==> src/hdl/tplru_pkg.sv <==
// shared types and constants of the tree pseudo-lru victim select unit
package tplru_pkg;

    // fixed field widths of the request and response
    localparam int unsigned SET_INDEX_W = 6;
    localparam int unsigned WAY_W       = 3;
    localparam int unsigned MASK_W      = 8;
    localparam int unsigned SET_RANGE   = 1 << SET_INDEX_W;

    // request operation codes
    typedef enum logic {
        OP_TOUCH  = 1'b0,
        OP_VICTIM = 1'b1
    } t_opcode;

    // request payload
    typedef struct packed {
        t_opcode                  opcode;
        logic [SET_INDEX_W-1:0]   set_index;
        logic [WAY_W-1:0]         way;
        logic [MASK_W-1:0]        reserved_mask;
    } t_req;

    // response payload
    typedef struct packed {
        logic                     victim_valid;
        logic [WAY_W-1:0]         victim_way;
    } t_rsp;

    // controller states
    typedef enum logic [1:0] {
        ST_CLEAR,
        ST_IDLE,
        ST_LOAD,
        ST_SEARCH
    } t_state;

    // controller to datapath commands
    typedef struct packed {
        logic accept;     // capture the incoming request, read its set
        logic src_ram;    // work on the set state just read from memory
        logic step;       // keep the touched tree and try another descent
        logic finish;     // write the set state back and load the response
        logic clr_step;   // zero one set of the state memory
    } t_dp_cmd;

    // datapath to controller status
    typedef struct packed {
        logic op_victim;  // captured request asks for a victim
        logic full;       // set has handed out all its ways
        logic reserved;   // way reached by the descent may not be taken
        logic last_iter;  // this descent is the final permitted one
        logic out_free;   // response register can take a new response
        logic clr_last;   // clearing pass is at its final set
    } t_dp_status;

endpackage

==> src/hdl/tplru_ctrl.sv <==
// controller state machine of the tree pseudo-lru victim select unit
module tplru_ctrl (
    input  logic                   i_clk,
    input  logic                   i_rst_n,
    input  logic                   i_req_valid,
    output logic                   o_req_ready,
    output tplru_pkg::t_dp_cmd     o_cmd,
    input  tplru_pkg::t_dp_status  i_status
);

    import tplru_pkg::*;

    t_state r_state;
    t_state n_state;
    logic   done;

    // a request completes on a touch, a fill, a free way or the final descent
    assign done = !i_status.op_victim || !i_status.full || !i_status.reserved
                  || i_status.last_iter;

    // state register
    always_ff @(posedge i_clk) begin
        if (!i_rst_n) begin
            r_state <= ST_CLEAR;
        end else begin
            r_state <= n_state;
        end
    end

    // next state
    always_comb begin
        n_state = r_state;
        unique case (r_state)
            ST_CLEAR: begin
                if (i_status.clr_last) begin
                    n_state = ST_IDLE;
                end
            end
            ST_IDLE: begin
                if (i_req_valid) begin
                    n_state = ST_LOAD;
                end
            end
            ST_LOAD, ST_SEARCH: begin
                if (!done) begin
                    n_state = ST_SEARCH;
                end else if (i_status.out_free) begin
                    n_state = ST_IDLE;
                end
            end
            default: n_state = ST_CLEAR;
        endcase
    end

    // commands
    always_comb begin
        o_cmd       = '0;
        o_req_ready = 1'b0;
        unique case (r_state)
            ST_CLEAR: begin
                o_cmd.clr_step = 1'b1;
            end
            ST_IDLE: begin
                o_req_ready  = 1'b1;
                o_cmd.accept = i_req_valid;
            end
            ST_LOAD, ST_SEARCH: begin
                o_cmd.src_ram = (r_state == ST_LOAD);
                o_cmd.step    = !done;
                o_cmd.finish  = done && i_status.out_free;
            end
            default: begin
                o_cmd = '0;
            end
        endcase
    end

    // no request is taken during the clearing pass
    a_no_accept_in_clear: assert property (@(posedge i_clk) disable iff (!i_rst_n)
        (r_state == ST_CLEAR) |-> !o_cmd.accept)
        else $error("request accepted during clearing pass");

    // a finished request always returns to idle
    a_finish_to_idle: assert property (@(posedge i_clk) disable iff (!i_rst_n)
        o_cmd.finish |=> (r_state == ST_IDLE))
        else $error("controller did not return to idle after finish");

    // a retry never coincides with a write-back
    a_step_excl: assert property (@(posedge i_clk) disable iff (!i_rst_n)
        o_cmd.step |-> !(o_cmd.finish || o_cmd.clr_step))
        else $error("retry and write-back issued together");

endmodule

==> config.mk <==
export PLATFORM = sky130hd
export DESIGN_NAME = tplru_ctrl
export DESIGN_NICKNAME = d
export VERILOG_FILES = /design/src/hdl/tplru_pkg.sv /design/src/hdl/tplru_ctrl.sv
export SDC_FILE = /design/constraint.sdc
export NUM_CORES = 1
export LEC_CHECK = 0
export ABC_AREA = 0
export BUFFER_PORTS_ARGS = -buffer_cell sky130_fd_sc_hd__buf_2
export CAP_MARGIN = 10
export CELL_PAD_IN_SITES_DETAIL_PLACEMENT = 1
export CELL_PAD_IN_SITES_GLOBAL_PLACEMENT = 2
export CORE_AREA = 2 2 39 41
export CTS_BUF_LIST = sky130_fd_sc_hd__clkbuf_16
export DETAILED_ROUTE_END_ITERATION = 16
export DIE_AREA = 0 0 41 43
export PLACE_DENSITY_LB_ADDON = 0.12
export REMOVE_ABC_BUFFERS = 1
export SLEW_MARGIN = 15
export SYNTH_ARGS = -nofsm -noshare
export SYNTH_HDL_FRONTEND = slang
export SYNTH_SLANG_ARGS = --single-unit
==> constraint.sdc <==
create_clock -name i_clk -period 1.1 [get_ports i_clk]
set_input_delay 0.11 -clock i_clk [delete_from_list [all_inputs] [get_ports i_clk]]
set_output_delay 0.11 -clock i_clk [all_outputs]
set_load 0.02 [all_outputs]
# ---- Word level (Yosys, flattened, before mapping)
# Cells that the tools add are included.
dict set report classes {
  add_sub_neg 0
  mul 0
  div_mod_pow 0
  order_cmp 0
  n_eq_ne 6
  shift 0
  n_mux 9
  bitwise 0
  reduce_logical 11
}
# operator count
set op_table {}
lappend op_table {{two-way mux 2 bit} 4}
lappend op_table {{one-hot mux 2 bit (3 select lines)} 1}
lappend op_table {{equality test 2 bit, second input constant} 2}
lappend op_table {{logical NOT 1 bit} 4}
lappend op_table {{!= test 2 bit, second input constant} 2}
lappend op_table {{logical OR 1 bit} 3}
lappend op_table {{two-way mux 1 bit} 3}
lappend op_table {{two-way mux 3 bit} 1}
lappend op_table {{!= test 3 bit, second input constant} 1}
lappend op_table {{AND reduction 3 bit} 1}
lappend op_table {{equality test 2 x 1 -> 1 bit, second input constant} 1}
lappend op_table {{logical NOT 2 bit} 1}
lappend op_table {{OR reduction 2 bit} 1}
lappend op_table {{logical AND 1 bit} 1}
dict set report totals {
  register_bits 2
  latch_bits 0
  mem_bits_rw 0
  mem_bits_ro 0
  output_inout_bits 6
  n_memories 0
}

# ---- Depth between registers and ports, before layout
# Gate-level depths: netlist of run 1.
dict set report depth {
  depth_word 6
  ltp_mapped 3
}

# ---- Least setup slack after synthesis of run 1
# No wires, ideal clock.
dict set report synth_timing {
  path_kind {register to register}
  startpoint {reg r_state[1]}
  endpoint {reg r_state[1]}
  setup_time_ns 0.132
  arrival_time_ns 0.759
  required_time_ns 0.968
  setup_slack_ns 0.209
  stages_incl_launch_ff 4
  n_path_buf 0
  period_less_slack_ns 0.891
  path_cell_list {dfxtp_1 nand2_1 nor2_2 a211oi_2}
}
dict set report synth_between {
  elab_chain_cells 4
  word_cells_on_any_way 10
}
# element line_no
set synth_rtl {}
lappend synth_rtl {{start: declaration} tplru_ctrl.sv:13} ;# t_state r_state;
lappend synth_rtl {{start signal: assignment} tplru_ctrl.sv:26} ;# r_state <= n_state;
lappend synth_rtl {{equality test 2 bit} tplru_ctrl.sv:33} ;# unique case (r_state)
lappend synth_rtl {{OR reduction 2 bit} tplru_ctrl.sv:33}
lappend synth_rtl {{!= test 3 bit (no source line)} n/a}
lappend synth_rtl {{AND reduction 3 bit (no source line)} n/a}
# Several ways; a longest one is shown, not always the timed one.
# A chain may end at the register's enable or synchronous reset.

==> results_dict.tcl, run 1 <==
set metrics [dict create \
    run_status "completed" \
    cts_inserted_buffers 3 \
    postRouteWirelength_um 477 \
    worst_path_largest_cell_delay_ns 0.36 \
    path_depth 3 \
    dieArea_um2 1763 \
    top_registers "r_state (2)" \
    power.share.combinational 0.121 \
    worst_ir_drop_vdd_v 0.0007312 \
    worstMarginPinSlew_ns 0.2239 \
    timing.max_slew.rel_slack 0.8494 \
    setup_viol_count_final 0 \
    route.antenna.remaining_nets 0 \
    fill_cells 183 \
    timing.clock.skew_ns 0.001006 \
    yosys.cell_count.top_type "nor2_1" \
    registers.top_by_ff_count "r_state" \
    io-pin-count 15 \
    p_sw_frac 0.1913 \
    floorplan.core_area_um2 1384 \
    layout_worst_path_cycle_share 0.9426 \
    die_w_um 41 \
    critical_path.reg2reg.startpoint "r_state[0]" \
    clock-root-buffer "clkbuf_16" \
    timing.hold.worst.class "primary input to flip-flop" \
    gr-total-overflow 0 \
    sequential_share_of_the_synthesized_area 0.3077 \
    grt_util_all_layers 0.06814 \
    syn-mean-instance-area_um2 7.654 \
    final.setup.worst_slack_ns 0.06312 \
    antenna_found_initial 0 \
    yosysTopAreaCellShare 0.3077 \
    final_estimated_routing_congestion_in_global_placement 0.6266 \
    critical_path.startpoint "r_state[1]" \
    detail_route.first_pass.iterations 2 \
    netlist_area_pre_place_um2 130.1 \
    initial_utilization 0.09403 \
    cts.hold.buffers_added 0 \
    setup.worst_path.class "flip-flop to primary output" \
    ys_top_cells_by_area "dfxtp_1 (31%), a211oi_2 (9.6%), and4b_2 (8.7%)" \
    drive_gt1_frac 0.7059 \
    reg2reg_depth 2 \
    cp-start-kind "flip-flop" \
    final_cell_area_um2 307.8 \
    power.leakage_nw 0.1554 \
    critical_path.n_buffers_inverters 1 \
    clkTransAtPathRegs_ns 0.03 \
    detail_route.iter0.violations 1 \
    ys_ff_latch 2 \
    seqPwrFrac 0.130 \
    path_cells "nand2_1, nor2_2, buf_4" \
    critical_path_required_ns 0.99 \
    power.density_cell_area_nw_per_um2 2338 \
    largest_register_ff_count 2 \
    utilization 0.2224 \
    place_worst_setup_slack_ns 0.1534 \
    yosysWarnings 0 \
    htree_num_levels 1 \
    clock_latency_ns 0.22 \
    switching_pwr_mw 0.1377 \
    grt_max_degree 8 \
    cp_max_fo 7 \
    endpoint_kind "primary output" \
    avgViaCountPerCell 3.700 \
    layout_min_cycle_time_ns 1.037 \
    num_vias 185 \
    setup_tns_ns 0 \
    synthTopCellsByCount "nor2_1 (3), dfxtp_1 (2), inv_1 (2), nand2_1 (2)" \
    worst_ep_arrival_time_ns 0.93 \
    route.detailed.wl_per_inst_um 9.540 \
    hold_ws_ns 0.1431 \
    synth_top_area_cell "dfxtp_1" \
    unrepaired_setup_endpoints_after_global_routing "yes" \
    floorplan.rows 14 \
    critical-path-top-delay-family "flip-flops" \
    postSynth.asyncResetShare 0 \
    route.detailed.drc 0 \
    design_internal_power_mw 0.5820 \
    max_freq_ghz 0.9644 \
    die_height_um 43 \
    postSynth.topFlopCell "dfxtp_1" \
    timing.max_cap.violations 0 \
    dpl_cell_area_um2 220.2 \
    wire_length_of_the_first_global_routing_pass_um 738 \
    tritoncts_clock_tree "yes" \
    timing.rr.end "r_state[0]" \
    placement.io_buffers 14 \
    finalMaxSlewViolations 0 \
    synth-edff-count 0 \
    power_frac_clock 0.749 \
    sink_count 2 \
    syn2layout_area_growth_pct 136.5 \
    ant_diodes 0 \
    ys_types 12 \
    postSynthCellCount 17 \
    final_hold_viol_count 0 \
    num-nets-final 45 \
    endpoint "o_cmd[1]" \
    maximum_number_of_buffers_from_clock_root_to_sink 2 \
    first_global_vias 202 \
    slowest_stage "dfxtp_4" \
    worst-r2r-setup-slack_ns 0.28 \
]
==> per-stage QoR <==
step,power [mW],cells
floorplan,0.1405,17
global placement,0.1779,47
detailed placement,0.1783,47
CTS,0.7307,50
global route,0.7521,50
finish,0.7197,50
==> placed cells by master, fill, tap and decap left out <==
master | Yosys | routed
a211oi_2 | 1 | 1
a21oi_1 | 1 | 1
and2_2 | 1 | 1
and4b_2 | 1 | 1
buf_2 | 0 | 12
buf_4 | 0 | 2
clkbuf_16 | 0 | 3
dfxtp_2 | 0 | 1
dfxtp_4 | 0 | 1
inv_1 | 2 | 2
nand2_1 | 2 | 1
nand2_2 | 0 | 1
nor2_1 | 3 | 3
nor2_2 | 1 | 1
nor2b_1 | 1 | 1
o211ai_1 | 1 | 1
o31ai_1 | 1 | 1
==> power by group through the flow <==
stage | registers [mW] | logic, mW | clock network [mW]
2_1_floorplan | 0.0894 | 0.0510 | 0
3_3_place_gp | 0.0931 | 0.0848 | 0
3_5_place_dp | 0.0931 | 0.0851 | 0
4_1_cts | 0.0942 | 0.0856 | 0.551
5_1_grt | 0.0963 | 0.0956 | 0.560
6_report | 0.0933 | 0.0870 | 0.539
==> worst min-delay path: stages <==
cell	delay (ns)
buf_2	0.10
inv_1	0.08
a211oi_2	0.04
==> worst min path at each step <==
stage,startpoint,depth (start not counted),slack (ns),end
2_1_floorplan,i_rst_n,2,0.25,r_state[1]
3_3_place_gp,i_rst_n,3,0.38,r_state[0]
3_5_place_dp,i_rst_n,3,0.38,r_state[1]
4_1_cts,i_rst_n,3,0.15,r_state[1]
5_1_grt,i_rst_n,3,0.17,r_state[1]
6_report,i_rst_n,3,0.14,r_state[1]
==> cell families (layout without fill, tap and decap cells) <==
| family | count (synthesis) | count (layout) | synth area share |
|---|---|---|---|
| buf+inv | 2 | 19 | 0.05771 |
| compound gates | 4 | 4 | 0.2500 |
| flops | 2 | 2 | 0.3077 |
| simple gates | 9 | 9 | 0.3847 |
==> routing by layer <==
layer  share of wire  track usage
met1            0.41      0.05751
met2            0.49       0.1000
met3            0.10      0.03141
met4               0      0.08000
met5               0            0
==> area by class of cell <==
type	instances	area, um2	area share
well taps	16	20.02	0.06504
inverters	2	7.507	0.02439
repair buffers	14	75.07	0.2439
multi-input cells	13	85.08	0.2764
flip-flops and latches	2	45.04	0.1463
clock buffers	3	75.07	0.2439
==> timing repair <==
action                                  CTS  global route
setup buffers                             0             0
pin swaps                                 0             0
endpoints found under the hold margin     0             0
endpoints found under the setup margin    3             3
gates resized for setup                   2             4
Note: power is estimated with default switching activity, not from simulation.
==> inputs of run 2 (changes only) <==
--- a/config.mk
+++ b/config.mk
@@ -5,15 +5,15 @@
 export SDC_FILE = /design/constraint.sdc
 export NUM_CORES = 1
 export LEC_CHECK = 0
-export ABC_AREA = 0
+export ABC_AREA = 1
 export BUFFER_PORTS_ARGS = -buffer_cell sky130_fd_sc_hd__buf_2
 export CAP_MARGIN = 10
 export CELL_PAD_IN_SITES_DETAIL_PLACEMENT = 1
 export CELL_PAD_IN_SITES_GLOBAL_PLACEMENT = 2
-export CORE_AREA = 2 2 39 41
+export CORE_AREA = 2 2 40 42
 export CTS_BUF_LIST = sky130_fd_sc_hd__clkbuf_16
 export DETAILED_ROUTE_END_ITERATION = 16
-export DIE_AREA = 0 0 41 43
+export DIE_AREA = 0 0 42 44
 export PLACE_DENSITY_LB_ADDON = 0.12
 export REMOVE_ABC_BUFFERS = 1
 export SLEW_MARGIN = 15
==> run 2 against run 1 <==
Effect of this change:
- die area is 4.8% higher
- clock skew about the same
- first-iteration DRC count decreased by 100%
- combinational power grew to 2.7 times the previous value
- core utilization up 3.5 points
- maximum frequency decreased by 0.62%
- largest cell class unchanged
- critical endpoint is now o_cmd[4]
- sequential share of layout area down 3.0 points
- largest power group unchanged
==> results_dict.tcl, run 2 <==
set metrics [dict create \
    run_status "completed" \
    clock-root-buffer "clkbuf_16" \
    top_registers "r_state (2)" \
    dpl_cell_area_um2 264.0 \
    layout_worst_path_cycle_share 0.9485 \
    detail_route.first_pass.iterations 1 \
    floorplan.rows 14 \
    unrepaired_setup_endpoints_after_global_routing "no" \
    route.detailed.drc 0 \
    layout_commonest_cell "buf_2" \
    final_estimated_routing_congestion_in_global_placement 0.7342 \
    route.antenna.remaining_nets 0 \
    hold_ws_ns 0.1276 \
    fill_cells 184 \
    tritoncts_clock_tree "yes" \
    switching_pwr_mw 0.2501 \
    ys_ff_latch 2 \
    p_sw_frac 0.2802 \
    yosysTopAreaCellShare 0.2302 \
    ys_top_cells_by_area "dfxtp_1 (23%), nor2_1 (17%), nand2_1 (15%)" \
    cp_max_fo 7 \
    setup_tns_ns 0 \
    yosysWarnings 0 \
    first_global_vias 236 \
    critical_path_required_ns 0.99 \
    num-nets-final 61 \
    die_height_um 44 \
    wire_length_of_the_first_global_routing_pass_um 869 \
    setup_viol_count_final 0 \
    num_vias 244 \
    synth_top_area_cell "dfxtp_1" \
    worst_ir_drop_vdd_v 0.001051 \
    sink_count 2 \
    largest_register_ff_count 2 \
    detailedPlacementHpwl_um 419.3 \
    layout_min_cycle_time_ns 1.043 \
    ant_diodes 0 \
    netlist_area_pre_place_um2 173.9 \
    postSynth.topFlopCell "dfxtp_1" \
    max_freq_ghz 0.9584 \
    avgViaCountPerCell 3.697 \
    cts_inserted_buffers 3 \
    syn-mean-instance-area_um2 5.270 \
    yosys.cell_count.top_type "nor2_1" \
    maximum_number_of_buffers_from_clock_root_to_sink 2 \
    postRouteWirelength_um 496 \
    most_frequent_cells_in_the_layout "buf_2 (13), nor2_1 (7), inv_1 (6), nand2_1 (6), nand2_2 (4)" \
    placement.io_buffers 14 \
    timing.max_slew.rel_slack 0.8933 \
    timing.clock.skew_ns 0.001251 \
    clock_latency_ns 0.22 \
    sequential_share_of_the_synthesized_area 0.2302 \
    clkTransAtPathRegs_ns 0.03 \
    synth-edff-count 0 \
    timing.hold.worst.class "primary input to flip-flop" \
    seqPwrFrac 0.128 \
    cts.hold.buffers_added 0 \
    final_cell_area_um2 365.4 \
    power_frac_clock 0.611 \
    antenna_found_initial 0 \
    grt_util_all_layers 0.06765 \
    worst_ep_arrival_time_ns 0.93 \
    syn2layout_area_growth_pct 110.1 \
    route.detailed.wl_per_inst_um 7.515 \
    power.density_cell_area_nw_per_um2 2444 \
    initial_utilization 0.1226 \
    htree_num_levels 1 \
    finalMaxSlewViolations 0 \
    worstMarginPinSlew_ns 0.1584 \
    die_w_um 42 \
    postSynth.asyncResetShare 0 \
    grt_max_degree 8 \
    cp-start-kind "flip-flop" \
    dieArea_um2 1848 \
    power.leakage_nw 0.2135 \
    final_hold_viol_count 0 \
    postSynthCellCount 33 \
    drive_gt1_frac 0.5800 \
    ys_types 9 \
    power.share.combinational 0.261 \
    gr-total-overflow 0 \
    registers.top_by_ff_count "r_state" \
    design_internal_power_mw 0.6426 \
    io-pin-count 15 \
    setup.worst_path.class "flip-flop to primary output" \
    dpl.cell_count 63 \
    detail_route.iter0.violations 0 \
    synthTopCellsByCount "nor2_1 (8), nand2_1 (7), inv_1 (6)" \
    timing.max_cap.violations 0 \
    endpoint_kind "primary output" \
    final-instance-count-excl-fill 66 \
    floorplan.core_area_um2 1419 \
]
## run 2: cell types whose count changed after synthesis, moves of 2 or more
cell | before | now
inv_1 | 2 | 6
nand2_1 | 2 | 7
nand2_2 | 0 | 4
inv_2 | 0 | 2
nor2_1 | 3 | 8
## run 2: routing by layer
metal / part of all wire / vias to the layer above / GRT usage
met1: 0.41 / 104 / 0.06700
met4: 0.034 / 0 / 0.05806
met2: 0.45 / 10 / 0.09375
met3: 0.10 / 2 / 0.05000
li1: - / 128 / -
met5: 0 / - / 0
## run 2: power groups by stage
stage | Clock (mW) | Sequential (mW) | Combinational (mW)
finish | 0.545 | 0.115 | 0.233
floorplan | 0 | 0.103 | 0.151
global route | 0.562 | 0.118 | 0.265
global placement | 0 | 0.105 | 0.220
detailed placement | 0 | 0.106 | 0.217
CTS | 0.554 | 0.115 | 0.242
## run 2: final timing paths
path	slack, ns	cells after the start	end	from
max	0.06	4	o_cmd[4]	r_state[1]
min	0.13	3	r_state[0]	i_rst_n
max reg2reg	0.19	8	r_state[0]	r_state[0]
min reg2reg	0.58	4	r_state[0]	r_state[0]
## run 2: worst max-delay path, cell delays in order (launching register included)
cell and delay [ns]:
dfxtp_2 0.32, inv_4 0.09, nand2_4 0.07, nor2_4 0.11
buf_6 0.13
## run 2: kinds of logic (layout without fill, tap and decap cells)
kind of cell | count (synthesis) | count (layout) | share of synthesized area
flip-flops | 2 | 2 | 0.2302
AND/OR/NAND/NOR | 22 | 22 | 0.5683
AO/OA/AOI/OAI | 1 | 1 | 0.02875
buffers and inverters | 8 | 25 | 0.1727
## run 2: area by class of cell
type | instances | area (um2) | area share
multi-input cells | 23 | 118.9 | 0.3253
clock buffers | 3 | 75.07 | 0.2055
inverters | 8 | 32.53 | 0.08904
flip-flops and latches | 2 | 42.54 | 0.1164
repair buffers | 14 | 76.32 | 0.2089
well taps | 16 | 20.02 | 0.05479
## run 2: stage by stage
stage / setup WS (ns) / power (mW) / util
after floorplan: 0.05230 / 0.2538 / -
after global placement: 0.1415 / 0.3241 / 0.1861
after detailed placement: 0.08850 / 0.3227 / 0.1861
after CTS: 0.01564 / 0.9107 / 0.2575
after global routing: 0.0002596 / 0.9444 / 0.2575
final: 0.05661 / 0.8928 / 0.2575
## run 2: what timing repair did
action / in CTS / in global routing
endpoints found under the hold margin: 0 / 0
gates resized for setup: 9 / 0
pin swaps: 2 / 1
buffers inserted: 0 / 0
setup endpoints to repair: 1 / 1
