[src/hdl/tplru_pkg.sv]
// shared types and constants of the tree pseudo-lru victim select unit
package tplru_pkg;

    // fixed field widths of the request and response
    localparam int unsigned SET_INDEX_W = 6;
    localparam int unsigned WAY_W       = 3;
    localparam int unsigned MASK_W      = 8;
    localparam int unsigned SET_RANGE   = 1 << SET_INDEX_W;

    // request operation codes
    typedef enum logic {
        OP_TOUCH  = 1'b0,
        OP_VICTIM = 1'b1
    } t_opcode;

    // request payload
    typedef struct packed {
        t_opcode                  opcode;
        logic [SET_INDEX_W-1:0]   set_index;
        logic [WAY_W-1:0]         way;
        logic [MASK_W-1:0]        reserved_mask;
    } t_req;

    // response payload
    typedef struct packed {
        logic                     victim_valid;
        logic [WAY_W-1:0]         victim_way;
    } t_rsp;

    // controller states
    typedef enum logic [1:0] {
        ST_CLEAR,
        ST_IDLE,
        ST_LOAD,
        ST_SEARCH
    } t_state;

    // controller to datapath commands
    typedef struct packed {
        logic accept;     // capture the incoming request, read its set
        logic src_ram;    // work on the set state just read from memory
        logic step;       // keep the touched tree and try another descent
        logic finish;     // write the set state back and load the response
        logic clr_step;   // zero one set of the state memory
    } t_dp_cmd;

    // datapath to controller status
    typedef struct packed {
        logic op_victim;  // captured request asks for a victim
        logic full;       // set has handed out all its ways
        logic reserved;   // way reached by the descent may not be taken
        logic last_iter;  // this descent is the final permitted one
        logic out_free;   // response register can take a new response
        logic clr_last;   // clearing pass is at its final set
    } t_dp_status;

endpackage

[src/hdl/tplru_ram.sv]
// generic single-port-write, single-port-read ram with registered read
module tplru_ram #(
    parameter int unsigned WIDTH = 8,
    parameter int unsigned DEPTH = 64
) (
    input  logic                                    i_clk,
    input  logic                                    i_wr_en,
    input  logic [(DEPTH > 1 ? $clog2(DEPTH) : 1)-1:0] i_wr_addr,
    input  logic [WIDTH-1:0]                        i_wr_data,
    input  logic [(DEPTH > 1 ? $clog2(DEPTH) : 1)-1:0] i_rd_addr,
    output logic [WIDTH-1:0]                        o_rd_data
);

    logic [WIDTH-1:0] r_mem [DEPTH];
    logic [WIDTH-1:0] r_rd_data;

    // write port and registered read port
    always_ff @(posedge i_clk) begin
        if (i_wr_en) begin
            r_mem[i_wr_addr] <= i_wr_data;
        end
        r_rd_data <= r_mem[i_rd_addr];
    end

    assign o_rd_data = r_rd_data;

endmodule

[src/hdl/tplru_dp.sv]
// datapath of the tree pseudo-lru victim select unit: set memory, tree walks, response
module tplru_dp #(
    parameter int unsigned SET_COUNT = 64,
    parameter int unsigned WAY_COUNT = 8
) (
    input  logic                   i_clk,
    input  logic                   i_rst_n,
    input  tplru_pkg::t_req        i_req,
    input  tplru_pkg::t_dp_cmd     i_cmd,
    output tplru_pkg::t_dp_status  o_status,
    output logic                   o_rsp_valid,
    input  logic                   i_rsp_ready,
    output tplru_pkg::t_rsp        o_rsp
);

    import tplru_pkg::*;

    localparam int unsigned TREE_D    = $clog2(WAY_COUNT);
    localparam int unsigned WAYS_P2   = 1 << TREE_D;
    localparam int unsigned TREE_W    = WAYS_P2 - 1;
    localparam int unsigned NODE_W    = TREE_D + 1;
    localparam int unsigned CNT_W     = $clog2(WAY_COUNT + 1);
    localparam int unsigned RAM_W     = TREE_W + CNT_W;
    localparam int unsigned SETS_USED = (SET_COUNT < SET_RANGE) ? SET_COUNT : SET_RANGE;
    localparam int unsigned SET_W     = (SETS_USED > 1) ? $clog2(SETS_USED) : 1;

    // captured request
    t_opcode           r_op;
    logic [SET_W-1:0]  r_set;
    logic [WAY_W-1:0]  r_way;
    logic [MASK_W-1:0] r_mask;

    // working copy of the set state during retries
    logic [TREE_W-1:0] r_tree;
    logic [CNT_W-1:0]  r_cnt;
    logic [TREE_D-1:0] r_iter;

    logic [SET_W-1:0]  r_clr;
    logic              r_out_valid;
    t_rsp              r_out;

    logic [SET_W-1:0]  set_map [SET_RANGE];
    logic [SET_W-1:0]  in_set;
    logic [SET_W-1:0]  rd_addr;
    logic [SET_W-1:0]  wr_addr;
    logic [RAM_W-1:0]  wr_data;
    logic              wr_en;
    logic [RAM_W-1:0]  rd_data;

    logic [TREE_W-1:0] src_tree;
    logic [CNT_W-1:0]  src_cnt;
    logic [TREE_D-1:0] cur_iter;
    logic              full;
    logic [TREE_D-1:0] desc_way;
    logic [TREE_D-1:0] sel_way;
    logic [TREE_W-1:0] new_tree;
    logic [CNT_W-1:0]  new_cnt;
    logic [WAYS_P2-1:0] rsv_vec;
    logic              reserved;
    logic              out_free;
    t_rsp              rsp_next;

    // set index folded into the implemented sets
    for (genvar g = 0; g < SET_RANGE; g++) begin : g_set_map
        localparam int unsigned SET_FOLD = g % SET_COUNT;
        assign set_map[g] = SET_W'(SET_FOLD);
    end

    assign in_set = set_map[i_req.set_index];

    // reserved ways, ways past the implemented count included
    for (genvar k = 0; k < WAYS_P2; k++) begin : g_rsv
        if (k >= WAY_COUNT) begin : g_absent
            assign rsv_vec[k] = 1'b1;
        end else if (k < MASK_W) begin : g_masked
            assign rsv_vec[k] = r_mask[k];
        end else begin : g_open
            assign rsv_vec[k] = 1'b0;
        end
    end

    // set state memory: tree bits above the fill count
    assign rd_addr = i_cmd.accept ? in_set : r_set;
    assign wr_en   = i_cmd.finish || i_cmd.clr_step;
    assign wr_addr = i_cmd.clr_step ? r_clr : r_set;
    assign wr_data = i_cmd.clr_step ? '0 : {new_tree, new_cnt};

    tplru_ram #(
        .WIDTH (RAM_W),
        .DEPTH (SETS_USED)
    ) u_state_ram (
        .i_clk     (i_clk),
        .i_wr_en   (wr_en),
        .i_wr_addr (wr_addr),
        .i_wr_data (wr_data),
        .i_rd_addr (rd_addr),
        .o_rd_data (rd_data)
    );

    // source of the set state for this pass
    assign src_tree = i_cmd.src_ram ? rd_data[RAM_W-1:CNT_W] : r_tree;
    assign src_cnt  = i_cmd.src_ram ? rd_data[CNT_W-1:0] : r_cnt;
    assign cur_iter = i_cmd.src_ram ? '0 : r_iter;
    assign full     = (src_cnt >= CNT_W'(WAY_COUNT));

    // descent: a clear node goes left, a set node goes right
    always_comb begin
        logic [NODE_W-1:0] d_node;
        d_node = NODE_W'(1);
        for (int l = 0; l < TREE_D; l++) begin
            d_node = {d_node[TREE_D-1:0], src_tree[TREE_D'(d_node - 1'b1)]};
        end
        desc_way = d_node[TREE_D-1:0];
    end

    // way to mark as recently used
    always_comb begin
        if (r_op == OP_TOUCH) begin
            sel_way = TREE_D'(r_way);
        end else if (!full) begin
            sel_way = TREE_D'(src_cnt);
        end else begin
            sel_way = desc_way;
        end
    end

    // touch: nodes on the path point away from the way
    always_comb begin
        logic [NODE_W-1:0] t_node;
        t_node   = NODE_W'(1);
        new_tree = src_tree;
        for (int l = TREE_D; l > 0; l--) begin
            new_tree[TREE_D'(t_node - 1'b1)] = ~sel_way[l-1];
            t_node = {t_node[TREE_D-1:0], sel_way[l-1]};
        end
    end

    assign new_cnt  = (r_op == OP_VICTIM && !full) ? src_cnt + 1'b1 : src_cnt;
    assign reserved = rsv_vec[desc_way];
    assign out_free = !r_out_valid || i_rsp_ready;

    // response for a completed request
    always_comb begin
        rsp_next.victim_valid = (r_op == OP_VICTIM) && (!full || !reserved);
        rsp_next.victim_way   = rsp_next.victim_valid ? WAY_W'(sel_way) : '0;
    end

    // status towards the controller
    always_comb begin
        o_status.op_victim = (r_op == OP_VICTIM);
        o_status.full      = full;
        o_status.reserved  = reserved;
        o_status.last_iter = (cur_iter == TREE_D'(WAY_COUNT - 1));
        o_status.out_free  = out_free;
        o_status.clr_last  = (r_clr == SET_W'(SETS_USED - 1));
    end

    // request capture and retry state
    always_ff @(posedge i_clk) begin
        if (i_cmd.accept) begin
            r_op   <= i_req.opcode;
            r_set  <= in_set;
            r_way  <= i_req.way;
            r_mask <= i_req.reserved_mask;
        end
        if (i_cmd.step) begin
            r_tree <= new_tree;
            r_cnt  <= src_cnt;
            r_iter <= cur_iter + 1'b1;
        end
        if (i_cmd.finish) begin
            r_out <= rsp_next;
        end
    end

    // clearing pass address and response valid
    always_ff @(posedge i_clk) begin
        if (!i_rst_n) begin
            r_clr       <= '0;
            r_out_valid <= 1'b0;
        end else begin
            if (i_cmd.clr_step) begin
                r_clr <= r_clr + 1'b1;
            end
            if (i_cmd.finish) begin
                r_out_valid <= 1'b1;
            end else if (i_rsp_ready) begin
                r_out_valid <= 1'b0;
            end
        end
    end

    assign o_rsp_valid = r_out_valid;
    assign o_rsp       = r_out;

    // a response is loaded only into a free response register
    a_finish_free: assert property (@(posedge i_clk) disable iff (!i_rst_n)
        i_cmd.finish |-> out_free)
        else $error("response overwritten before it was taken");

    // no victim means way zero
    a_way_zero: assert property (@(posedge i_clk) disable iff (!i_rst_n)
        (r_out_valid && !r_out.victim_valid) |-> (r_out.victim_way == '0))
        else $error("victim way set without a victim");

    // a waiting response holds until it is taken
    a_rsp_hold: assert property (@(posedge i_clk) disable iff (!i_rst_n)
        (r_out_valid && !i_rsp_ready) |=> (r_out_valid && $stable(r_out)))
        else $error("response changed before it was taken");

endmodule

[config.mk]
export PLATFORM = sky130hd
export DESIGN_NAME = tplru_dp
export DESIGN_NICKNAME = d
export VERILOG_FILES = /design/src/hdl/tplru_pkg.sv /design/src/hdl/tplru_ram.sv /design/src/hdl/tplru_dp.sv
export SDC_FILE = /design/constraint.sdc
export NUM_CORES = 1
export LEC_CHECK = 0
export BUFFER_PORTS_ARGS = -buffer_cell sky130_fd_sc_hd__buf_2
export CORE_MARGIN = 8
export CORE_UTILIZATION = 63
export DETAILED_ROUTE_END_ITERATION = 8
export GPL_ROUTABILITY_DRIVEN = 0
export PLACE_DENSITY = 0.8
export SYNTH_ARGS = -nofsm -noshare
export SYNTH_HDL_FRONTEND = slang
export SYNTH_HIERARCHICAL = 1
export SYNTH_SLANG_ARGS = --single-unit
[constraint.sdc]
create_clock -name i_clk -period 7.7 [get_ports i_clk]
set_input_delay 1.155 -clock i_clk [delete_from_list [all_inputs] [get_ports i_clk]]
set_output_delay 1.155 -clock i_clk [all_outputs]
set_load 0.03 [all_outputs]
Yosys cells after proc, flatten, opt, wreduce, memory -nomap -nowiden
Memory sizes are Yosys's and may differ from the RTL's. A register that Yosys moved wholly into a read port is not among the register bits.
Index checks and enable logic that the tools add are counted.

cells by class
  add/sub/neg operators = 7
  order comparisons = 9
  eq/ne operators = 2
  mux-type cells = 27
  bitwise operators = 4
  reductions and logical operators = 11

operator list
  cell                                                                count
  2-to-1 mux 6 bit                                                    4
  less-than comparator 3 x 4 -> 1 bit (second input constant)         5
  bitwise mux 7 bit                                                   2
  2-to-1 mux 11 bit                                                   1
  binary-select mux 1 bit (select 3 bit)                              3
  2-to-1 mux 1 bit                                                    9
  2-to-1 mux 3 bit                                                    3
  2-to-1 mux 4 bit                                                    2
  greater-or-equal comparator 7 bit (second input constant)           1
  2-to-1 mux 7 bit                                                    1
  inverter 6 -> 7 bit                                                 1
  adder 6 x 1 -> 6 bit (second input constant)                        1
  demux 1 bit (select 3 bit)                                          2
  equality test 6 bit (second input constant)                         1
  greater-or-equal comparator 3 x 1 -> 1 bit (second input constant)  2
  subtractor 2 x 1 -> 3 bit (second input constant)                   2
  subtractor 3 x 1 -> 3 bit (second input constant)                   2
  adder 4 x 1 -> 4 bit (second input constant)                        1
  greater-or-equal comparator 4 bit (second input constant)           1
  logical AND 1 bit                                                   4
  adder 3 x 1 -> 3 bit (second input constant)                        1
  equality test 3 bit (second input constant)                         1
  zero test 1 bit                                                     3
  logical OR 1 bit                                                    3
  2 further kinds                                                     4

word-level totals
  flip-flop bits (word level) = 43
  RAM bits = 704
  bits in read-only memories = 384
  input bits = 26
  output and inout bits = 11
  word-level logic and storage cells = 73
  memories = 2

memories
  name               words  bits a word  rd ports  clocked after Yosys merged registers in  write ports  RTL line         RTL
  u_state_ram.r_mem  64     11           1         1                                        1            tplru_ram.sv:14  logic [WIDTH-1:0] r_mem [DEPTH];
  (name not given)   64     6            1         0                                        0            tplru_dp.sv:69   assign in_set = set_map[i_req.set_index];

Depth between registers and ports, before layout
Gate-level depths: netlist of run 1.

  depth in word-level cells = 17
  depth in mapped cells = 12
  depth with buffers taken out = 11

Modules after synthesis
The synthesis of run 1 kept the hierarchy.

modules (own cells, without submodules)
  module     instances  cells an instance  area each (um2)  seq. area each (um2)
  tplru_ram  1          1279               27486.4          21360.5
  tplru_dp   1          206                2358.5           1161.1

Worst setup path after synthesis of run 1
Ideal clock, no wire load.

  path kind = input-to-reg
  from = in i_cmd[3] (netlist name)
  to = mem u_state_ram/r_mem[0][10] (netlist name) (data pin)
  setup time = 720 ps
  arrival = 5314 ps
  required time = 6980 ps
  slack = 1665 ps
  stages on the path = 9
  buffers on the path = 2
  path through = buf_4 mux2i_1 buf_2 nand2_1 o311ai_1 nor2b_1 ha_1 a211oi_1 a211oi_1

between the ends
  longest elaborated chain between the ends = 13
  elaborated cells on any way between the ends = 28
  classes of those cells = add/sub: 4; order compare: 5; mux: 15; bitwise: 2; reduce/logical: 2

ends and longest elaborated chain
  item                                                                                                                            RTL line         RTL
  start: declaration                                                                                                              tplru_dp.sv:9    input tplru_pkg::t_dp_cmd i_cmd,
  2-to-1 mux 7 bit                                                                                                                tplru_dp.sv:101  assign src_tree = i_cmd.src_ram ? rd_data[RAM_W-1:CNT_W] : r_tree;
  subtractor 2 x 1 -> 3 bit                                                                                                       tplru_dp.sv:111  d_node = {d_node[TREE_D-1:0], src_tree[TREE_D'(d_node - 1'b1)]};
  binary-select mux 1 bit (select 3 bit)                                                                                          tplru_dp.sv:111
  2-to-1 mux 1 bit (not written as such)                                                                                          tplru_dp.sv:111
  2-to-1 mux 3 bit (*)                                                                                                            tplru_dp.sv:120  end else if (!full) begin
  2-to-1 mux 3 bit (*)                                                                                                            tplru_dp.sv:118  if (r_op == OP_TOUCH) begin
  named net sel_way[1]                                                                                                            tplru_dp.sv:55   logic [TREE_D-1:0] sel_way;
  subtractor 3 x 1 -> 3 bit                                                                                                       tplru_dp.sv:133  new_tree[TREE_D'(t_node - 1'b1)] = ~sel_way[l-1];
  less-than comparator 3 x 4 -> 1 bit (not written as such) / greater-or-equal comparator 3 x 1 -> 1 bit (equally long branches)  tplru_dp.sv:133
  logical AND 1 bit (not written as such)                                                                                         tplru_dp.sv:133
  2-to-1 mux 1 bit (not written as such)                                                                                          tplru_dp.sv:133
  demux 1 bit (select 3 bit)                                                                                                      tplru_dp.sv:133
  bitwise mux 7 bit (*)                                                                                                           tplru_dp.sv:133
  2-to-1 mux 11 bit (*)                                                                                                           tplru_dp.sv:86   assign wr_data = i_cmd.clr_step ? '0 : {new_tree, new_cnt};
  named net wr_data[10]                                                                                                           tplru_dp.sv:46   logic [RAM_W-1:0] wr_data;
  end: declaration                                                                                                                tplru_ram.sv:14

Mark *: on every way through the listed nets, which the timed path passes. The rest lies on a longest branch. The select of a mux whose other input is x is not followed.

Worst setup path in the final report of run 1
  from = in i_cmd[3] (netlist name)
  to = mem u_state_ram/r_mem[52][7] (netlist name) (data pin)

The elaborated chain is that of the path after synthesis.

==> key figures, run 1 <==
Critical path
  • Critical Path Sink Type: flop
  • Data required time of the worst path: 8.07 ns
  • R2r startpoint: r_cnt[3]$_DFFE_PP_
  • Chain of cells forming the critical path: buf_2, mux2i_1, nand2_1, o311ai_1, nor2b_1, inv_1, ha_1, a211oi_4, buf_4
  • Crit path DAT: 5.29 ns
  • Worst Reg-to-Reg Cells: 8
  • Critical R2R Capture: u_state_ram/r_mem[52][7]$_DFFE_PP_
  • CP Launch Type: input pin
  • Crit path buf inv count: 3
  • Stage delay of the slowest cell on the critical path: between 1 and 1.5 ns
  • Kind of cell adding the most delay to the critical path: compound AO/OA/AOI/OAI gates
  • Register-to-Register Setup Slack: ~3.5 ns
  • Kind of critical path: input pin to flop
  • CP max-delay cell: a211oi_4
  • Worst-path maximum fanout: 36

Power
  • Combinational fraction of design power: 0.118
  • Maximum vdd ir drop: 0.192 mV
  • Clk pwr share: 0.372
  • Internal power summed over all cells: 7.24 mW
  • Switching Share: 0.238
  • Power density over cell area: 287 nW/um^2
  • Overall Power: 9.51 mW
  • Static Leak: 10.7 nW
  • Power spent charging and discharging nets: 2.27 mW
  • Share of total power in sequential cells: 0.510

Synth
  • Sequential share of the synthesized area: 0.755
  • Syn Std Cell Area: 29800 sq um
  • Synthesized instance count: 1485
  • Net count after synthesis: between 1500 and 2000
  • Top flip-flop cell by instance count after synthesis: edfxtp_1
  • Yosys warning total: 6
  • Synth async-reset ratio: 0
  • Seq cells post-synth: 758
  • Number of enable flip-flop cells after synthesis: 734
  • Distinct cells, synth: 57
  • Average cell area after synthesis: roughly 20 sq um

Layout
  • Total number of nets in the final design: between 1500 and 2000
  • Fraction of layout cells with a size suffix above 1: 0.226
  • Filler cell count in the final layout: 2624
  • Signed area change from the synthesized netlist to the final layout: 11.0%
  • Most frequent cells in the layout: edfxtp_1, mux4_2, mux2i_1
  • Area taken by flip-flops and latches: 22500 sq um
  • Area of combinational cells with multiple inputs: 7000 sq um
  • Post-route non-filler standard cell count: around 2200
  • Most frequent standard cell in the layout excluding fill and tap cells: edfxtp_1

Hold path
  • Start point of the worst min-delay path: o_rsp_valid$_SDFFE_PN0P_
  • Endpoint with the worst hold slack: o_rsp_valid$_SDFFE_PN0P_
  • Hold Crit Depth: 2
  • Type of the tightest min-delay check: flop to flop

Timing
  • Final sum of negative setup slack: 0 ns
  • Final hold vios: 0
  • RSZ-0062 raised after global routing: false
  • Transition time at the pin with the least slew margin: 1.36 ns
  • Minimum period implied by the final worst setup slack: ~4.9 ns
  • Setup violators final: 0
  • Number of slew-limit violations in the final report: 0
  • Fin Clk Skew: 0.0256 ns
  • Headroom to the max-slew limit: 0.0937
  • Fin crit share: 0.640
  • Highest achievable clock rate: between 0.2 and 0.25 GHz
  • Final WS setup: 2.78 ns

Die
  • Y dimension of the die: around 230 microns
  • Core region area: 46700 sq um
  • Die area: roughly 55000 sq um
  • Initial standard-cell utilization of the core: 0.640
  • Boundary pin count: 37
  • Row count: ~80
  • Die extent in x: 234 microns

GRT
  • All-Layer GR Usage: 0.253
  • First-pass GRT wire length: 100 mm
  • Antenna violations before repair: 1
  • Via count of the first global-routing pass: 15456
  • Met2 global-route usage: 0.414
  • Total congestion overflow: 0
  • Met3 Track Usage GR: 0.0491
  • Maximum number of pins on one net before global-route repair: 92
  • Met1 track utilization from global routing: 0.337
  • Layer with the highest usage after global routing: met2

Clocking
  • Clock tree from TritonCTS: done
  • Clock tree buffer depth: 3
  • Max H-tree Level: 3
  • Hold_buf cts: 0
  • CTS root buffer: clkbuf_16
  • Worst-Skew Late Latency: 0.61 ns
  • Number of buffers created by CTS: 75
  • Clock-pin transition on the worst setup and hold timing paths: 0.06 ns
  • Number of sinks driven by the clock tree: 758
  • Buffer count from post-CTS setup fixing: 0
  • Count of cells resized by post-cts repair: 0

Flow run
  • Count of max-cap constraint violations: 0

Drt
  • DR DRC count: 0
  • Average vias per placed instance: 6.89
  • WL final: 67.6 mm
  • DRT Pass-1 Iters: 8
  • Via total after detailed routing: approximately 15000
  • Residual antenna-violating net count after detailed routing: 0
  • Routed wirelength normalized by instance count: 30.6 microns
  • Initial DRC Count: approximately 1800

Placed design
  • Detailed placer's ending HPWL: 38.9 mm
  • Dpl cells: 2073
  • IO buf count: 36
  • Placement Setup Slack: 2.03 ns

Status
  • Result of the run: finished clean
[cell usage after synthesis (5+ instances only)]
master / number / share of area
buf_2: 23 / 0.0039
a221oi_1: 20 / 0.0059
edfxtp_1: 734 / 0.74
buf_6: 5 / 0.0019
nor4_1: 10 / 0.0021
a21oi_1: 18 / 0.0030
o21ai_0: 15 / 0.0025
nand2b_1: 6 / 0.0013
clkbuf_1: 31 / 0.0039
inv_1: 7 / 0.00088
mux2i_1: 82 / 0.028
nand3_1: 18 / 0.0030
a22oi_1: 11 / 0.0028
nand2_1: 51 / 0.0064
nor2b_1: 31 / 0.0065
and2_1: 7 / 0.0015
ha_1: 8 / 0.0034
mux2_2: 16 / 0.0060
o22ai_1: 12 / 0.0025
a31o_1: 10 / 0.0029
nor2_1: 73 / 0.0092
mux4_2: 158 / 0.12
dfxtp_1: 24 / 0.016
nand4_1: 8 / 0.0017
buf_4: 13 / 0.0033
a211oi_1: 22 / 0.0055
buf_1: 12 / 0.0015
nor3_1: 5 / 0.00084
a32o_1: 10 / 0.0034
[kinds of logic (layout without fill, tap and decap cells)]
| group | after synthesis | in the layout | synth area share |
|---|---|---|---|
| DFF | 758 | 758 | 0.755 |
| muxes | 257 | 257 | 0.153 |
| adders and majority gates | 8 | 8 | 0.00335 |
| buffers and inverters | 93 | 210 | 0.0156 |
| and+or+nand+nor | 228 | 228 | 0.0372 |
| xor gates and xnor gates | 6 | 6 | 0.00176 |
| AOI/OAI and AO/OA | 135 | 135 | 0.0343 |
| other | 0 | 1 | 0 |
[sequential cells by signal (all words and copies together), names as in the netlist]
signal,flops
o_rsp,4
o_rsp_valid,1
r_clr,6
r_cnt,4
r_iter,3
r_mask,8
r_op,1
r_set,6
r_tree,7
r_way,3
u_state_ram/o_rd_data,11
u_state_ram/r_mem,704
[power by group through the flow]
stage	Clock [mW]	Combinational, mW	Sequential, mW
after CTS	3.57	1.11	4.85
after floorplan	0	0.706	4.94
final	3.53	1.13	4.85
after detailed placement	0	1.09	4.93
after global placement	0	1.06	4.93
after global routing	3.73	1.19	4.85
[area by class of cell]
type / instances / share of cell area
Antenna cell: 1 / 0.0000755
Clock buffer: 102 / 0.0629
Clock inverter: 33 / 0.00880
Inverter: 9 / 0.00102
Multi-Input combinational cell: 634 / 0.211
Sequential cell: 758 / 0.680
Tap cell: 607 / 0.0229
Timing Repair Buffer: 66 / 0.0132
[worst register-to-register path, stage by stage (launching register included)]
cell and delay [ns]:
edfxtp_1 0.39, mux2i_1 0.74, nand2_1 0.16, o311ai_1 0.18
nor2b_1 0.39, inv_1 0.13, ha_1 0.29, a211oi_4 1.12
buf_4 0.54
[worst max path at each step]
stage                         from                                 end  slack (ns)  depth (start not counted)
final                     i_cmd[3]  u_state_ram/r_mem[52][7]$_DFFE_PP_        2.78                          9
after global routing      i_cmd[3]   u_state_ram/r_mem[8][7]$_DFFE_PP_        2.43                          9
after CTS                 i_cmd[3]   u_state_ram/r_mem[2][4]$_DFFE_PP_        2.58                         11
after detailed placement  i_cmd[3]   u_state_ram/r_mem[7][4]$_DFFE_PP_        2.03                         11
after global placement    i_cmd[3]  u_state_ram/r_mem[18][4]$_DFFE_PP_        2.26                         11
after floorplan           i_cmd[3]  u_state_ram/r_mem[0][10]$_DFFE_PP_        1.67                          9
[metal layers]
metal  vias to the layer above  part of all wire  wire length, microns
li1                       6234                 -                     -
met1                      7835              0.37                 25000
met2                       999              0.49                 33300
met3                       151              0.10                  6990
met4                         0             0.035                  2350
met5                         -                 0                     0
[through the flow]
step / hold slack [ns] / util / instance area (sq um)
finish: 0.512 / 0.710 / 33100
global route: 0.553 / 0.710 / 33100
CTS: 0.517 / 0.710 / 33100
detailed placement: 0.517 / 0.659 / 30700
global placement: 0.481 / 0.659 / 30700
floorplan: 0.466 / - / 29800
Power figures use the tool's default switching activity.
==> inputs of run 2 (changes only) <==
- clock period: 7.7 -> 4.6 ns (I/O delays scaled with it)
==> key figures, run 2 (synthesis results as in run 1) <==
Drt
  • WL final: a little under 70 mm
  • Initial DRC Count: 2031
  • Residual antenna-violating net count after detailed routing: 0
  • DR DRC count: 0
  • Routed wirelength normalized by instance count: 29.9 microns
  • Average vias per placed instance: 6.85
  • Via total after detailed routing: 15638
  • DRT Pass-1 Iters: 6

Critical path
  • Kind of critical path: input pin to flop
  • Crit path DAT: 4.20 ns
  • R2r startpoint: r_tree[0]$_DFFE_PP_
  • CP Launch Type: input pin
  • Worst-path maximum fanout: 44
  • Worst Reg-to-Reg Cells: 7
  • Data required time of the worst path: 4.92 ns
  • Critical R2R Capture: u_state_ram/r_mem[3][10]$_DFFE_PP_
  • Register-to-Register Setup Slack: 0.81 ns
  • Critical Path Sink Type: flop

GRT
  • Total congestion overflow: 0
  • Antenna violations before repair: 1
  • All-Layer GR Usage: 0.254
  • Maximum number of pins on one net before global-route repair: 65
  • First-pass GRT wire length: 101 mm
  • Via count of the first global-routing pass: between 15000 and 20000

Timing
  • Hold Worst Slack: 0.265 ns
  • Fin crit share: 0.843
  • Headroom to the max-slew limit: 0.354
  • Setup violators final: 0
  • Final hold vios: 0
  • Final WS setup: 0.724 ns
  • Highest achievable clock rate: 0.258 GHz
  • Minimum period implied by the final worst setup slack: 3.88 ns
  • Fin Clk Skew: 0.0312 ns
  • Transition time at the pin with the least slew margin: 0.967 ns
  • Number of slew-limit violations in the final report: 0
  • RSZ-0062 raised after global routing: false

Clocking
  • Max H-tree Level: 3
  • Count of cells resized by post-cts repair: 0
  • CTS root buffer: clkbuf_16
  • Clock tree buffer depth: 3
  • Worst-Skew Late Latency: 0.61 ns
  • Clock tree from TritonCTS: done
  • Number of sinks driven by the clock tree: 758
  • Buffer count from post-CTS setup fixing: 0
  • Clock-pin transition on the worst setup and hold timing paths: 0.06 ns
  • Hold_buf cts: 0
  • Number of buffers created by CTS: between 70 and 80

Layout
  • Antenna Diode Count: 0
  • Filler cell count in the final layout: 2604
  • Final instance area: 33700 sq um
  • Signed area change from the synthesized netlist to the final layout: 12.8%
  • Most frequent cells in the layout: edfxtp_1, mux4_2, buf_4
  • Largest reg by FF count: u_state_ram/r_mem
  • Flip-flop count of the largest register, all copies and words added: a little over 700
  • Fraction of layout cells with a size suffix above 1: 0.266
  • Final core area utilization: 0.722
  • Most frequent standard cell in the layout excluding fill and tap cells: edfxtp_1
  • Total number of nets in the final design: 1656

Hold path
  • Type of the tightest min-delay check: input pin to flop
  • Endpoint with the worst hold slack: r_way[0]$_DFFE_PP_
  • Hold Crit Depth: 1
  • Start point of the worst min-delay path: i_req[8]

Power
  • Power density over cell area: 470 nW/um^2
  • Maximum vdd ir drop: 0.296 mV
  • Static Leak: 11.1 nW

Die
  • Core region area: 46700 sq um
  • Row count: 79
  • Die extent in x: 234 microns
  • Y dimension of the die: around 230 microns
  • Die area: 54600 sq um
  • Initial standard-cell utilization of the core: 0.640
  • Boundary pin count: 37

Placed design
  • Detailed placer's ending HPWL: 39.9 mm
  • IO buf count: 36
  • Placement Setup Slack: approximately 0.16 ns
  • Area after detailed placement: 31400 sq um

Flow run
  • Count of max-cap constraint violations: 0

Status
  • Result of the run: finished clean
## run 2: cell count changes in the layout (fill, tap and decap cells not counted), sizes merged
cell | before | now
buf | 66 | 145
clkbuf | 102 | 92
clkinv | 25 | 31
clkinvlp | 3 | 1
bufinv | 5 | 4
diode | 1 | 0
inv | 9 | 10
## run 2: critical path, stage by stage
cell and delay [ns]:
buf_2 0.35, mux2i_1 0.61, nand2_1 0.15, o311ai_1 0.16, nor2b_1 0.40, ha_1 0.31
a211oi_1 0.12, a211oi_4 0.82, buf_4 0.53
## run 2: how the worst max path moves through the flow
stage,to,cells after the start,slack (ns),from
3_3_place_gp,u_state_ram/r_mem[57][10]$_DFFE_PP_,9,0.42,i_cmd[3]
5_1_grt,u_state_ram/r_mem[3][10]$_DFFE_PP_,9,0.47,i_cmd[3]
3_5_place_dp,u_state_ram/r_mem[59][10]$_DFFE_PP_,9,0.16,i_cmd[3]
6_report,u_state_ram/r_mem[3][10]$_DFFE_PP_,9,0.72,i_cmd[3]
2_1_floorplan,u_state_ram/r_mem[0][10]$_DFFE_PP_,9,-0.97,i_cmd[3]
4_1_cts,u_state_ram/r_mem[3][10]$_DFFE_PP_,9,0.82,i_cmd[3]
## run 2: routing by layer
layer	routed length, microns	GRT usage
met5	11	0
met4	2940	0.107
met3	6280	0.0551
met2	33500	0.411
met1	25400	0.337
## run 2: power breakdown
group	internal, mW	switching (mW)
registers	8.05	0.0657
clock network	3.32	2.45
logic	0.653	1.28
## run 2: area by class of cell
type                    instances  area [sq um]  share of cell area
multi-input cells             634          7000               0.208
clock buffers                  92          2010              0.0598
well taps                     607           759              0.0226
clock inverters                37           287             0.00851
inverters                       9          33.8             0.00100
flip-flops and latches        758         22500               0.669
repair buffers                145          1050              0.0311
## run 2: through the flow
stage | std cells | TNS, ns | power (mW)
after floorplan | 1485 | -239.26 | 9.46
after global placement | 2153 | 0 | 10.1
after detailed placement | 2153 | 0 | 10.1
after CTS | 2282 | 0 | 15.9
after global routing | 2282 | 0 | 16.3
final | 2282 | 0 | 15.8
